$ cat config.mk
export PLATFORM = sky130hd
export DESIGN_NAME = fifo_queue_with_key_removal_unit
export DESIGN_NICKNAME = d
export VERILOG_FILES = /design/src/fqkr_pkg.sv /design/src/fqkr_cell.sv /design/src/fifo_queue_with_key_removal_unit.sv
export VERILOG_INCLUDE_DIRS = /design/src /design/src/src
export SDC_FILE = /design/constraint.sdc
export NUM_CORES = 2
export LEC_CHECK = 0
export BUFFER_PORTS_ARGS = -buffer_cell sky130_fd_sc_hd__buf_4
export CORE_ASPECT_RATIO = 0.75
export CORE_MARGIN = 3
export CORE_UTILIZATION = 60
export CTS_CLUSTER_DIAMETER = 80
export CTS_CLUSTER_SIZE = 8
export DETAILED_ROUTE_END_ITERATION = 8
export GPL_ROUTABILITY_DRIVEN = 1
export MAX_ROUTING_LAYER = met4
export PLACE_DENSITY = 0.81
export SETUP_SLACK_MARGIN = 0.15
export SLEW_MARGIN = 30
export SYNTH_ARGS = -nofsm -noshare
export SYNTH_HDL_FRONTEND = slang
export SYNTH_HIERARCHICAL = 1
export SYNTH_SLANG_ARGS = --single-unit
export TNS_END_PERCENT = 10
$ cat constraint.sdc
create_clock -name clk -period 13.3 [get_ports clk]
set_input_delay 0 -clock clk [delete_from_list [all_inputs] [get_ports clk]]
set_output_delay 0 -clock clk [all_outputs]
set_load 0.05 [all_outputs]
$ cat src/fifo_queue_with_key_removal_unit_macros.svh
// Assertion macros for the key removal queue.
// Used by the top level; depends on clk and rst_n in the including scope.
`ifndef FIFO_QUEUE_WITH_KEY_REMOVAL_UNIT_MACROS_SVH
`define FIFO_QUEUE_WITH_KEY_REMOVAL_UNIT_MACROS_SVH

// Condition holds in every cycle outside reset.
`define FQKR_ASSERT_ALWAYS(lbl, cond, msg) \
    lbl: assert property (@(posedge clk) disable iff (!rst_n) (cond)) else $error(msg);

// Consequent holds in the cycle after the antecedent.
`define FQKR_ASSERT_NEXT(lbl, ante, cons, msg) \
    lbl: assert property (@(posedge clk) disable iff (!rst_n) (ante) |=> (cons)) \
        else $error(msg);

`endif

$ cat src/fqkr_pkg.sv
// Types and codes shared by the key removal queue.
// No dependencies.
`default_nettype none

package fqkr_pkg;

    localparam int unsigned FRAME_W = 16;

    typedef enum logic [1:0]
    {
        FUNC_ENQ = 2'd0,
        FUNC_DEQ = 2'd1,
        FUNC_REM = 2'd2,
        FUNC_NOP = 2'd3
    } func_t;

    typedef enum logic [1:0]
    {
        ST_OK    = 2'd0,
        ST_EMPTY = 2'd1,
        ST_FULL  = 2'd2
    } status_t;

    typedef struct packed
    {
        logic [7:0]  class_mark;
        logic [7:0]  ref_mark;
        logic [15:0] frame;
        logic [15:0] io;
        logic [15:0] cpu;
        logic [7:0]  proc;
    } rec_t;

    typedef struct packed
    {
        logic               enq;
        logic               deq;
        logic               rem;
        logic [FRAME_W-1:0] key;
    } cell_ctrl_t;

endpackage

`default_nettype wire

$ cat src/fqkr_cell.sv
// One queue slot: a record, its valid bit and the key compare.
// Depends on fqkr_pkg.
`default_nettype none

module fqkr_cell
(
    input  wire                      clk,
    input  wire                      rst_n,
    input  wire fqkr_pkg::cell_ctrl_t ctrl,
    input  wire fqkr_pkg::rec_t      new_rec,
    input  wire                      left_valid,
    input  wire fqkr_pkg::rec_t      right_rec,
    input  wire                      right_valid,
    input  wire                      hit_in,
    output logic                     hit_out,
    output fqkr_pkg::rec_t           rec,
    output logic                     valid
);
    import fqkr_pkg::*;

    rec_t rec_reg;
    rec_t rec_next;
    logic valid_reg;
    logic valid_next;
    logic match;
    logic load;
    logic shift;

    assign match   = valid_reg && (rec_reg.frame == ctrl.key);
    assign hit_out = hit_in || match;
    assign load    = ctrl.enq && !valid_reg && left_valid;
    assign shift   = ctrl.deq || (ctrl.rem && hit_out);

    always_comb
    begin
        rec_next   = rec_reg;
        valid_next = valid_reg;
        if (load)
        begin
            rec_next   = new_rec;
            valid_next = 1'b1;
        end
        else if (shift)
        begin
            rec_next   = right_rec;
            valid_next = right_valid;
        end
    end

    always_ff @(posedge clk or negedge rst_n)
    begin
        if (!rst_n)
        begin
            valid_reg <= 1'b0;
        end
        else
        begin
            valid_reg <= valid_next;
        end
    end

    always_ff @(posedge clk)
    begin
        rec_reg <= rec_next;
    end

    assign rec   = rec_reg;
    assign valid = valid_reg;

endmodule

`default_nettype wire

$ cat src/fifo_queue_with_key_removal_unit.sv
// Result words are registered in the cycle after their input words are accepted.
// One word per cycle unless m_tready stalls; the first-match search ripples one gate per cell.
// Reset clears the valid bits, the record count and the output register's valid flag.
// Record storage in the cells is not reset.
// Top level of the key removal queue; depends on fqkr_pkg, fqkr_cell and the macro header.
`default_nettype none

module fifo_queue_with_key_removal_unit
#(
    parameter int unsigned QUEUE_DEPTH = 16
)
(
    input  wire         clk,
    input  wire         rst_n,
    input  wire         s_tvalid,
    output logic        s_tready,
    // process_index, cpu_time, io_time, frame_number, ref_mark, class_mark, search_frame
    input  wire  [87:0] s_tdata,
    // func
    input  wire  [1:0]  s_tuser,
    output logic        m_tvalid,
    input  wire         m_tready,
    // out_process, out_cpu, out_io, out_frame, out_ref, out_class, occupancy, zero fill
    output logic [79:0] m_tdata,
    // status
    output logic [1:0]  m_tuser
);
    import fqkr_pkg::*;

    `include "fifo_queue_with_key_removal_unit_macros.svh"

    localparam int unsigned CW = $clog2(QUEUE_DEPTH + 1);

    func_t            func;
    logic             accept;
    cell_ctrl_t       ctrl;
    rec_t             new_rec;
    rec_t             cell_rec [QUEUE_DEPTH];
    logic [QUEUE_DEPTH-1:0] cell_valid;
    logic [QUEUE_DEPTH:0]   hit;
    logic             full;
    logic             empty;
    logic             found;
    logic [CW-1:0]    count_reg;
    logic [CW-1:0]    count_next;
    status_t          status;
    rec_t             out_rec;
    logic             out_valid_reg;
    logic [79:0]      out_data_reg;
    logic [79:0]      out_data_next;
    logic [1:0]       out_status_reg;

    assign func     = func_t'(s_tuser);
    assign s_tready = !out_valid_reg || m_tready;
    assign accept   = s_tvalid && s_tready;

    assign new_rec.proc       = s_tdata[7:0];
    assign new_rec.cpu        = s_tdata[23:8];
    assign new_rec.io         = s_tdata[39:24];
    assign new_rec.frame      = s_tdata[55:40];
    assign new_rec.ref_mark   = s_tdata[63:56];
    assign new_rec.class_mark = s_tdata[71:64];

    assign full  = (count_reg == CW'(QUEUE_DEPTH));
    assign empty = (count_reg == '0);

    assign ctrl.enq = accept && (func == FUNC_ENQ);
    assign ctrl.deq = accept && (func == FUNC_DEQ);
    assign ctrl.rem = accept && (func == FUNC_REM);
    assign ctrl.key = s_tdata[87:72];

    assign hit[0] = 1'b0;
    assign found  = hit[QUEUE_DEPTH];

    for (genvar i = 0; i < QUEUE_DEPTH; i++)
    begin : g_cell
        rec_t right_rec;
        logic right_valid;
        logic left_valid;

        if (i == QUEUE_DEPTH - 1)
        begin : g_last
            assign right_rec   = '0;
            assign right_valid = 1'b0;
        end
        else
        begin : g_mid
            assign right_rec   = cell_rec[i+1];
            assign right_valid = cell_valid[i+1];
        end

        if (i == 0)
        begin : g_head
            assign left_valid = 1'b1;
        end
        else
        begin : g_body
            assign left_valid = cell_valid[i-1];
        end

        fqkr_cell u_cell
        (
            .clk         (clk),
            .rst_n       (rst_n),
            .ctrl        (ctrl),
            .new_rec     (new_rec),
            .left_valid  (left_valid),
            .right_rec   (right_rec),
            .right_valid (right_valid),
            .hit_in      (hit[i]),
            .hit_out     (hit[i+1]),
            .rec         (cell_rec[i]),
            .valid       (cell_valid[i])
        );
    end

    always_comb
    begin
        count_next = count_reg;
        status     = ST_OK;
        out_rec    = '0;
        case (func)
            FUNC_ENQ:
            begin
                if (full)
                begin
                    status = ST_FULL;
                end
                else
                begin
                    count_next = count_reg + CW'(1);
                end
            end
            FUNC_DEQ:
            begin
                if (empty)
                begin
                    status = ST_EMPTY;
                end
                else
                begin
                    out_rec    = cell_rec[0];
                    count_next = count_reg - CW'(1);
                end
            end
            FUNC_REM:
            begin
                if (found)
                begin
                    count_next = count_reg - CW'(1);
                end
                else
                begin
                    status = ST_EMPTY;
                end
            end
            default:
            begin
                status = ST_OK;
            end
        endcase
    end

    always_comb
    begin
        out_data_next        = '0;
        out_data_next[7:0]   = out_rec.proc;
        out_data_next[23:8]  = out_rec.cpu;
        out_data_next[39:24] = out_rec.io;
        out_data_next[55:40] = out_rec.frame;
        out_data_next[63:56] = out_rec.ref_mark;
        out_data_next[71:64] = out_rec.class_mark;
        out_data_next[76:72] = 5'(count_next);
    end

    always_ff @(posedge clk or negedge rst_n)
    begin
        if (!rst_n)
        begin
            count_reg     <= '0;
            out_valid_reg <= 1'b0;
        end
        else
        begin
            if (accept)
            begin
                count_reg     <= count_next;
                out_valid_reg <= 1'b1;
            end
            else if (m_tready)
            begin
                out_valid_reg <= 1'b0;
            end
        end
    end

    always_ff @(posedge clk)
    begin
        if (accept)
        begin
            out_data_reg   <= out_data_next;
            out_status_reg <= status;
        end
    end

    assign m_tvalid = out_valid_reg;
    assign m_tdata  = out_data_reg;
    assign m_tuser  = out_status_reg;

    `FQKR_ASSERT_ALWAYS(a_valid_packed,
        ((cell_valid + QUEUE_DEPTH'(1)) & cell_valid) == '0,
        "Valid cells are not packed toward the head.")
    `FQKR_ASSERT_ALWAYS(a_count_match,
        count_reg == CW'($countones(cell_valid)),
        "Record count disagrees with the valid cells.")
    `FQKR_ASSERT_NEXT(a_enq_grows, ctrl.enq && !full,
        count_reg == $past(count_reg) + CW'(1),
        "Accepted enqueue did not grow the queue.")

endmodule

`default_nettype wire

==> Word level (Yosys, flattened, before mapping) <==
Index checks and enable logic that the tools add are counted.
Widths: inputs -> output; s select.
{ "totals": {"word_cells": 349, "ff_bits": 1253, "in_bits": 94, "output_inout_bits": 84} }
{ "op_classes": {"n_eq_ne": 19, "n_bitwise": 1, "n_reduce_logical": 136, "n_mux": 74, "addsub": 2} }
{ "op_table": {"columns": ["operator", "n"], "rows": [
  ["$mux 72", 32],
  ["$eq 16x16->1", 16],
  ["$logic_and 1x1->1", 67],
  ["$mux 1", 36],
  ["$reduce_bool 2->1", 17],
  ["$logic_or 1x1->1", 32],
  ["$logic_not 1->1", 17],
  ["$mux 5", 3],
  ["$pmux 5 s3", 1],
  ["$pmux 2 s3", 1],
  ["$add 5x1->5 const B", 1],
  ["$eq 5x5->1 const B", 1],
  ["$logic_not 5->1", 1],
  ["$sub 5x1->5 const B", 1],
  ["$eq 2x1->1 const B", 1],
  ["$eq 2x2->1 const B", 1],
  ["$logic_not 2->1", 1],
  ["$mux 2", 1],
  ["$reduce_or 2->1", 1],
  ["$not 1->1", 1]
]} }

==> Longest topological paths before layout <==
{ "logic_depth": {"depth_word": 21, "ltp_mapped": 23, "ltp_nobuf": 23} }

==> Hierarchy <==
The synthesis kept the hierarchy.
{ "by_module_without_submodules": {"columns": ["module", "area_each_um2", "instances", "cells_per_inst"], "rows": [
  ["fqkr_cell", 3318.2, 16, 338],
  ["fifo_queue_with_key_removal_unit", 3593.4, 1, 256]
]} }

==> Worst setup path before layout <==
OpenSTA, ideal clock, no wires.
{ "synth_timing": {"path_kind": "reg2reg", "startpoint": "reg out_valid_reg, in the netlist m_tvalid", "endpoint": "reg g_cell[0].u_cell.rec_reg, in the netlist g_cell[0].u_cell/rec[0], enable pin", "slack_ns": 7.570, "required_ns": 12.858, "stages_incl_launch_ff": 7, "arrival_ns": 5.288, "n_path_buf": 0, "setup_time_ns": 0.442, "path_cell_list": "dfrtp_1 nand2b_1 nand2_1 nor3b_1 nand3_1 o21ai_2 nand2b_1"} }
{ "synth_rtl": {"columns": ["item", "line_no", "rtl"], "rows": [
  ["start: declaration", "fifo_queue_with_key_removal_unit.sv:48", "logic out_valid_reg;"],
  ["start signal: assignment", "fifo_queue_with_key_removal_unit.sv:181", "out_valid_reg <= 1'b0;"],
  ["start signal: assignment", "fifo_queue_with_key_removal_unit.sv:188", "out_valid_reg <= 1'b1;"],
  ["start signal: assignment", "fifo_queue_with_key_removal_unit.sv:192", "out_valid_reg <= 1'b0;"],
  ["end signal: assignment", "fqkr_cell.sv:64", "rec_reg <= rec_next;"],
  ["end: declaration", "fqkr_cell.sv:21", "rec_t rec_reg;"]
]} }

==> Worst setup path in the final report <==
{ "layout_timing": {"startpoint": "reg g_cell[0].u_cell.rec_reg, in the netlist g_cell[0].u_cell/rec[45]", "endpoint": "reg out_status_reg[0], in the netlist m_tuser[0], data pin"} }
{ "layout_via": {"elab_chain_cells": 19} }
{ "layout_rtl": {"columns": ["item", "line_no", "rtl"], "rows": [
  ["$eq 16x16->1", "fqkr_cell.sv:29", "assign match = valid_reg && (rec_reg.frame == ctrl.key);"],
  ["$logic_and 1x1->1", "fqkr_cell.sv:29", null],
  ["net hit[1]", "fifo_queue_with_key_removal_unit.sv:40", "logic [QUEUE_DEPTH:0] hit;"],
  ["$logic_or 1x1->1", "fqkr_cell.sv:30", "assign hit_out = hit_in || match;"],
  ["net hit[2]", "fifo_queue_with_key_removal_unit.sv:40", null],
  ["$logic_or 1x1->1", "fqkr_cell.sv:30", null],
  ["net hit[3]", "fifo_queue_with_key_removal_unit.sv:40", null],
  ["$logic_or 1x1->1", "fqkr_cell.sv:30", null],
  ["net hit[4]", "fifo_queue_with_key_removal_unit.sv:40", null],
  ["(+1 left out)", null, null],
  ["net hit[5]", "fifo_queue_with_key_removal_unit.sv:40", null],
  ["(+1 left out)", null, null],
  ["net hit[6]", "fifo_queue_with_key_removal_unit.sv:40", null],
  ["(+1 left out)", null, null],
  ["net hit[7]", "fifo_queue_with_key_removal_unit.sv:40", null],
  ["(+1 left out)", null, null],
  ["net hit[8]", "fifo_queue_with_key_removal_unit.sv:40", null],
  ["(+1 left out)", null, null],
  ["net hit[9]", "fifo_queue_with_key_removal_unit.sv:40", null],
  ["(+1 left out)", null, null],
  ["net hit[10]", "fifo_queue_with_key_removal_unit.sv:40", null],
  ["(+1 left out)", null, null],
  ["net hit[11]", "fifo_queue_with_key_removal_unit.sv:40", null],
  ["(+1 left out)", null, null],
  ["net hit[12]", "fifo_queue_with_key_removal_unit.sv:40", null],
  ["(+1 left out)", null, null],
  ["net hit[13]", "fifo_queue_with_key_removal_unit.sv:40", null],
  ["(+1 left out)", null, null],
  ["net hit[14]", "fifo_queue_with_key_removal_unit.sv:40", null],
  ["$logic_or 1x1->1", "fqkr_cell.sv:30", null],
  ["net hit[15]", "fifo_queue_with_key_removal_unit.sv:40", null],
  ["$logic_or 1x1->1", "fqkr_cell.sv:30", null],
  ["net found", "fifo_queue_with_key_removal_unit.sv:43", "logic found;"],
  ["$mux 1", "fifo_queue_with_key_removal_unit.sv:148", "if (found)"],
  ["$pmux 2 s3", "fifo_queue_with_key_removal_unit.sv:122", "case (func)"],
  ["net status[0]", "fifo_queue_with_key_removal_unit.sv:46", "status_t status;"],
  ["end signal: assignment", "fifo_queue_with_key_removal_unit.sv:202", "out_status_reg <= status;"],
  ["end: declaration", "fifo_queue_with_key_removal_unit.sv:51", "logic [1:0] out_status_reg;"]
]} }
The timed path passes the listed nets, and every way through them passes these cells.
A chain may end at the register's enable or synchronous reset.

==> key figures <==
Power
  – Worst IR drop on VDD: around 0.11 mV
  – Pwr/cell area: 152 nW/um2
  – Comb power frac: 0.108
  – Clock Power Share: 0.401
  – Seq pwr share: 0.490
  – Net Sw Frac: 0.254
  – Int Pwr: between 0.007 and 0.008 W
  – Psw: around 0.0025 W
  – Leakage power total: between 20 and 30 nW

Worst setup path
  – Crit-path max cell delay: 0.58 ns
  – Worst EP arrival: around 6.1 ns
  – Critical Path Fanout Max: 5
  – Startpoint types: register
  – CP Capture Type: register
  – Slowest cell on the critical path: dlygate4sd3_1
  – Most used cell along the critical path: o21bai_1
  – Reg2reg path depth: 23
  – WS Path Type: register to register
  – Reg2Reg Setup Slack: a little under 8 ns
  – Worst R2R End: m_tuser[0]
  – R2r startpoint: g_cell[0].u_cell/rec[45]
  – Worst path cell trace: xor2_1, nor4_1, nand4_1, o21bai_1, o21bai_1, o21bai_1, o21bai_1, o21bai_1, o21bai_1, o21bai_1, o21bai_1, o21bai_1, o21bai_1, o21bai_1, o21bai_1, o21bai_1, o21bai_1, o21bai_1, o21bai_1, inv_1, nand2_1, o32ai_1, dlygate4sd3_1
  – Req. time, crit path: between 10 and 15 ns

Clock tree
  – Clk buf depth: 3
  – CTS buffer count: around 170
  – CTS tree: done
  – Sink Count: 1253
  – Clk pin slew, worst setup/hold paths: ~0.05 ns
  – CTS resizes: 0
  – Root buf cell: clkbuf_16
  – Clk_lat worst skew: ~0.78 ns
  – Htree depth: 4

Layout
  – Share of layout cells above drive strength 1: 0.0877
  – Util after Layout: 0.702
  – Final Instance Area: about 65000 um2
  – Max reg flops: roughly 1.2k
  – Final Net Count: a little over 6k
  – Fill count: 6041
  – Commonest non-fill, non-tap cell in the layout: nand2_1
  – Commonest cells after routing, fill and taps aside: 3493 x nand2_1, 1231 x edfxtp_1, 242 x xor2_1
  – Layout overhead on the synthesized area: 14.7%
  – Area used by multi-input combinational logic: 18400 um2
  – Reg area: between 30000 and 40000 um2

Placement
  – Post-DP Area: between 50000 and 60000 um2
  – Port bufs: 174
  – Placer Congestion: roughly 0.85
  – DP Wirelength: ~83000 um

Drt
  – Post-route ant nets: 0
  – Vias per std cell: around 5.8
  – Drt pass-1 iters: 7
  – Wire per inst: just over 20 um
  – DRC Markers: 0
  – DR iter-0 viols: roughly 5.2k
  – Routed via count: roughly 42k
  – WL final: between 100000 and 150000 um

Synth
  – Synth Instances: 5664
  – Register area share after synthesis: 0.662
  – Post-synth EDFFs: about 1.2k
  – Synth Flop Type: edfxtp_1
  – Largest cells by area after synthesis: edfxtp_1 65%, nand2_1 23%, xor2_1 3.7%, buf_2 1.1%, dfrtp_1 0.97%
  – Synth Cell Area: 56700 um2
  – Syn. warnings: 6
  – Top cell type's share of synthesized area: 0.652
  – Flops & latches, synth: about 1.3k
  – Synth cell types: between 40 and 50
  – Post-synthesis async set-or-reset flop share: 0.0176
  – Synth area leader: edfxtp_1
  – Mapped Avg Cell Area: ~10 um2

Floorplan
  – Ports: between 150 and 200
  – Die area: around 100000 um2
  – Die X: about 360 um
  – Core Region: approximately 93000 um2
  – Die H: 272 um
  – Initial Util: 0.612
  – Num rows: 96

Timing
  – Final setup fails: 0
  – Slew Viols, Final: 0
  – Max_slew headroom: 0.308
  – Worst clock skew: approximately 0.035 ns
  – Fin crit period: roughly 5.6 ns
  – Fin crit share: 0.418
  – Slew @ Worst Pin: about 1.0 ns
  – RSZ-0062 raised after global routing: no
  – Fmax: roughly 0.18 GHz
  – Setup TNS: 0 ns
  – Final hold vios: 0

Worst hold path
  – Hold path depth: 6
  – Hold path endpoint: g_cell[2].u_cell/valid
  – Worst min-delay path category: primary input to register
  – Hold_sp: s_tdata[85]

Global route
  – Vias in the first global route: between 40k and 50k
  – Initial antenna violation count: 4
  – Grt ovf: 0
  – Largest net degree at the start of global routing: 75
  – First-pass GRT wire length: between 200000 and 250000 um
  – GRT Util Overall: 0.310

Job
  – Max-cap viol count: 0

Run status
  – Run status: finished, final reports clean
## layout make-up
| cell class | count | area share |
|---|---|---|
| Clock buffer | 220 | 0.0696 |
| Clock inverter | 16 | 0.00408 |
| Sequential cell | 1253 | 0.577 |
| Tap cell | 1225 | 0.0236 |
| Inverter | 8 | 0.000500 |
| Multi-Input combinational cell | 4200 | 0.284 |
| Antenna cell | 3 | 0.000115 |
| Timing Repair Buffer | 310 | 0.0415 |
## timing repair
item,CTS,global route
hold buffers,82,0
hold endpoints to repair,1228,0
buffers inserted,0,0
## power groups by stage
stage | Sequential [W] | Combinational, W | Clock [W]
2_1_floorplan | 0.00496 | 0.000600 | 0
3_3_place_gp | 0.00492 | 0.000959 | 0
3_5_place_dp | 0.00493 | 0.00101 | 0
4_1_cts | 0.00486 | 0.00105 | 0.00401
5_1_grt | 0.00489 | 0.00117 | 0.00419
6_report | 0.00486 | 0.00107 | 0.00398
## worst max-delay path, delay by kind of cell, from the launching register on
| kind | cells | cell delay (ns) |
|---|---|---|
| AO/OA/AOI/OAI | 17 | 3.19 |
| AND/OR/NAND/NOR | 3 | 0.82 |
| buffers and inverters | 2 | 0.70 |
| flip-flops | 1 | 0.41 |
| XOR/XNOR | 1 | 0.18 |
## synth_stat cells (2+ instances only)
master	count
nor3_1	18
xor2_1	242
ha_1	2
buf_6	2
edfxtp_1	1231
inv_1	7
nor4_1	16
conb_1	2
nor2b_1	2
nor4_2	32
buf_4	5
nand2_1	3493
nand3_1	20
o21ai_2	16
and3_2	2
and3_1	73
xnor2_1	19
or2_2	16
clkbuf_1	96
buf_2	129
o21ai_0	7
o211ai_1	2
nor2_1	52
buf_1	48
o21bai_1	16
a21oi_1	22
nor3b_1	2
dfrtp_1	22
mux2i_1	17
nand4_1	17
nand2b_1	19
## cells by family after synthesis
logic type	share of synthesized area
compound gates	0.00918
xor+xnor	0.0403
fa+ha+maj	0.000441
buf+inv	0.0225
flops	0.662
mux	0.00327
other cells	0.000132
simple gates	0.262
## worst max-delay path by stage
stage	from	endpoint	slack (ns)	cells past startpoint
floorplan	m_tvalid	g_cell[0].u_cell/rec[0]	7.57	6
global placement	g_cell[0].u_cell/rec[51]	g_cell[15].u_cell/rec[68]	8.13	21
detailed placement	g_cell[0].u_cell/rec[45]	g_cell[15].u_cell/rec[70]	8.09	22
CTS	g_cell[0].u_cell/rec[45]	m_tuser[0]	7.96	23
global route	g_cell[0].u_cell/rec[50]	m_tuser[0]	7.48	23
finish	g_cell[0].u_cell/rec[45]	m_tuser[0]	7.74	23
## per-layer routing
layer  track usage  routed length [um]
met1         0.415               57800
met2         0.473               68000
met3        0.0677               18500
met4         0.109                4230
met5             -                   0
## stage by stage
step / cells / hold WS (ns) / total power, W / setup WS [ns]
floorplan: 5741 / -0.296 / 0.00556 / 7.57
global placement: 6907 / -0.0619 / 0.00588 / 8.13
detailed placement: 6914 / -0.0548 / 0.00595 / 8.09
CTS: 7232 / 0.0263 / 0.00992 / 7.96
global route: 7233 / 0.111 / 0.0102 / 7.48
finish: 7235 / 0.0673 / 0.00992 / 7.74
No activity file was read; power rests on OpenSTA's default activity.
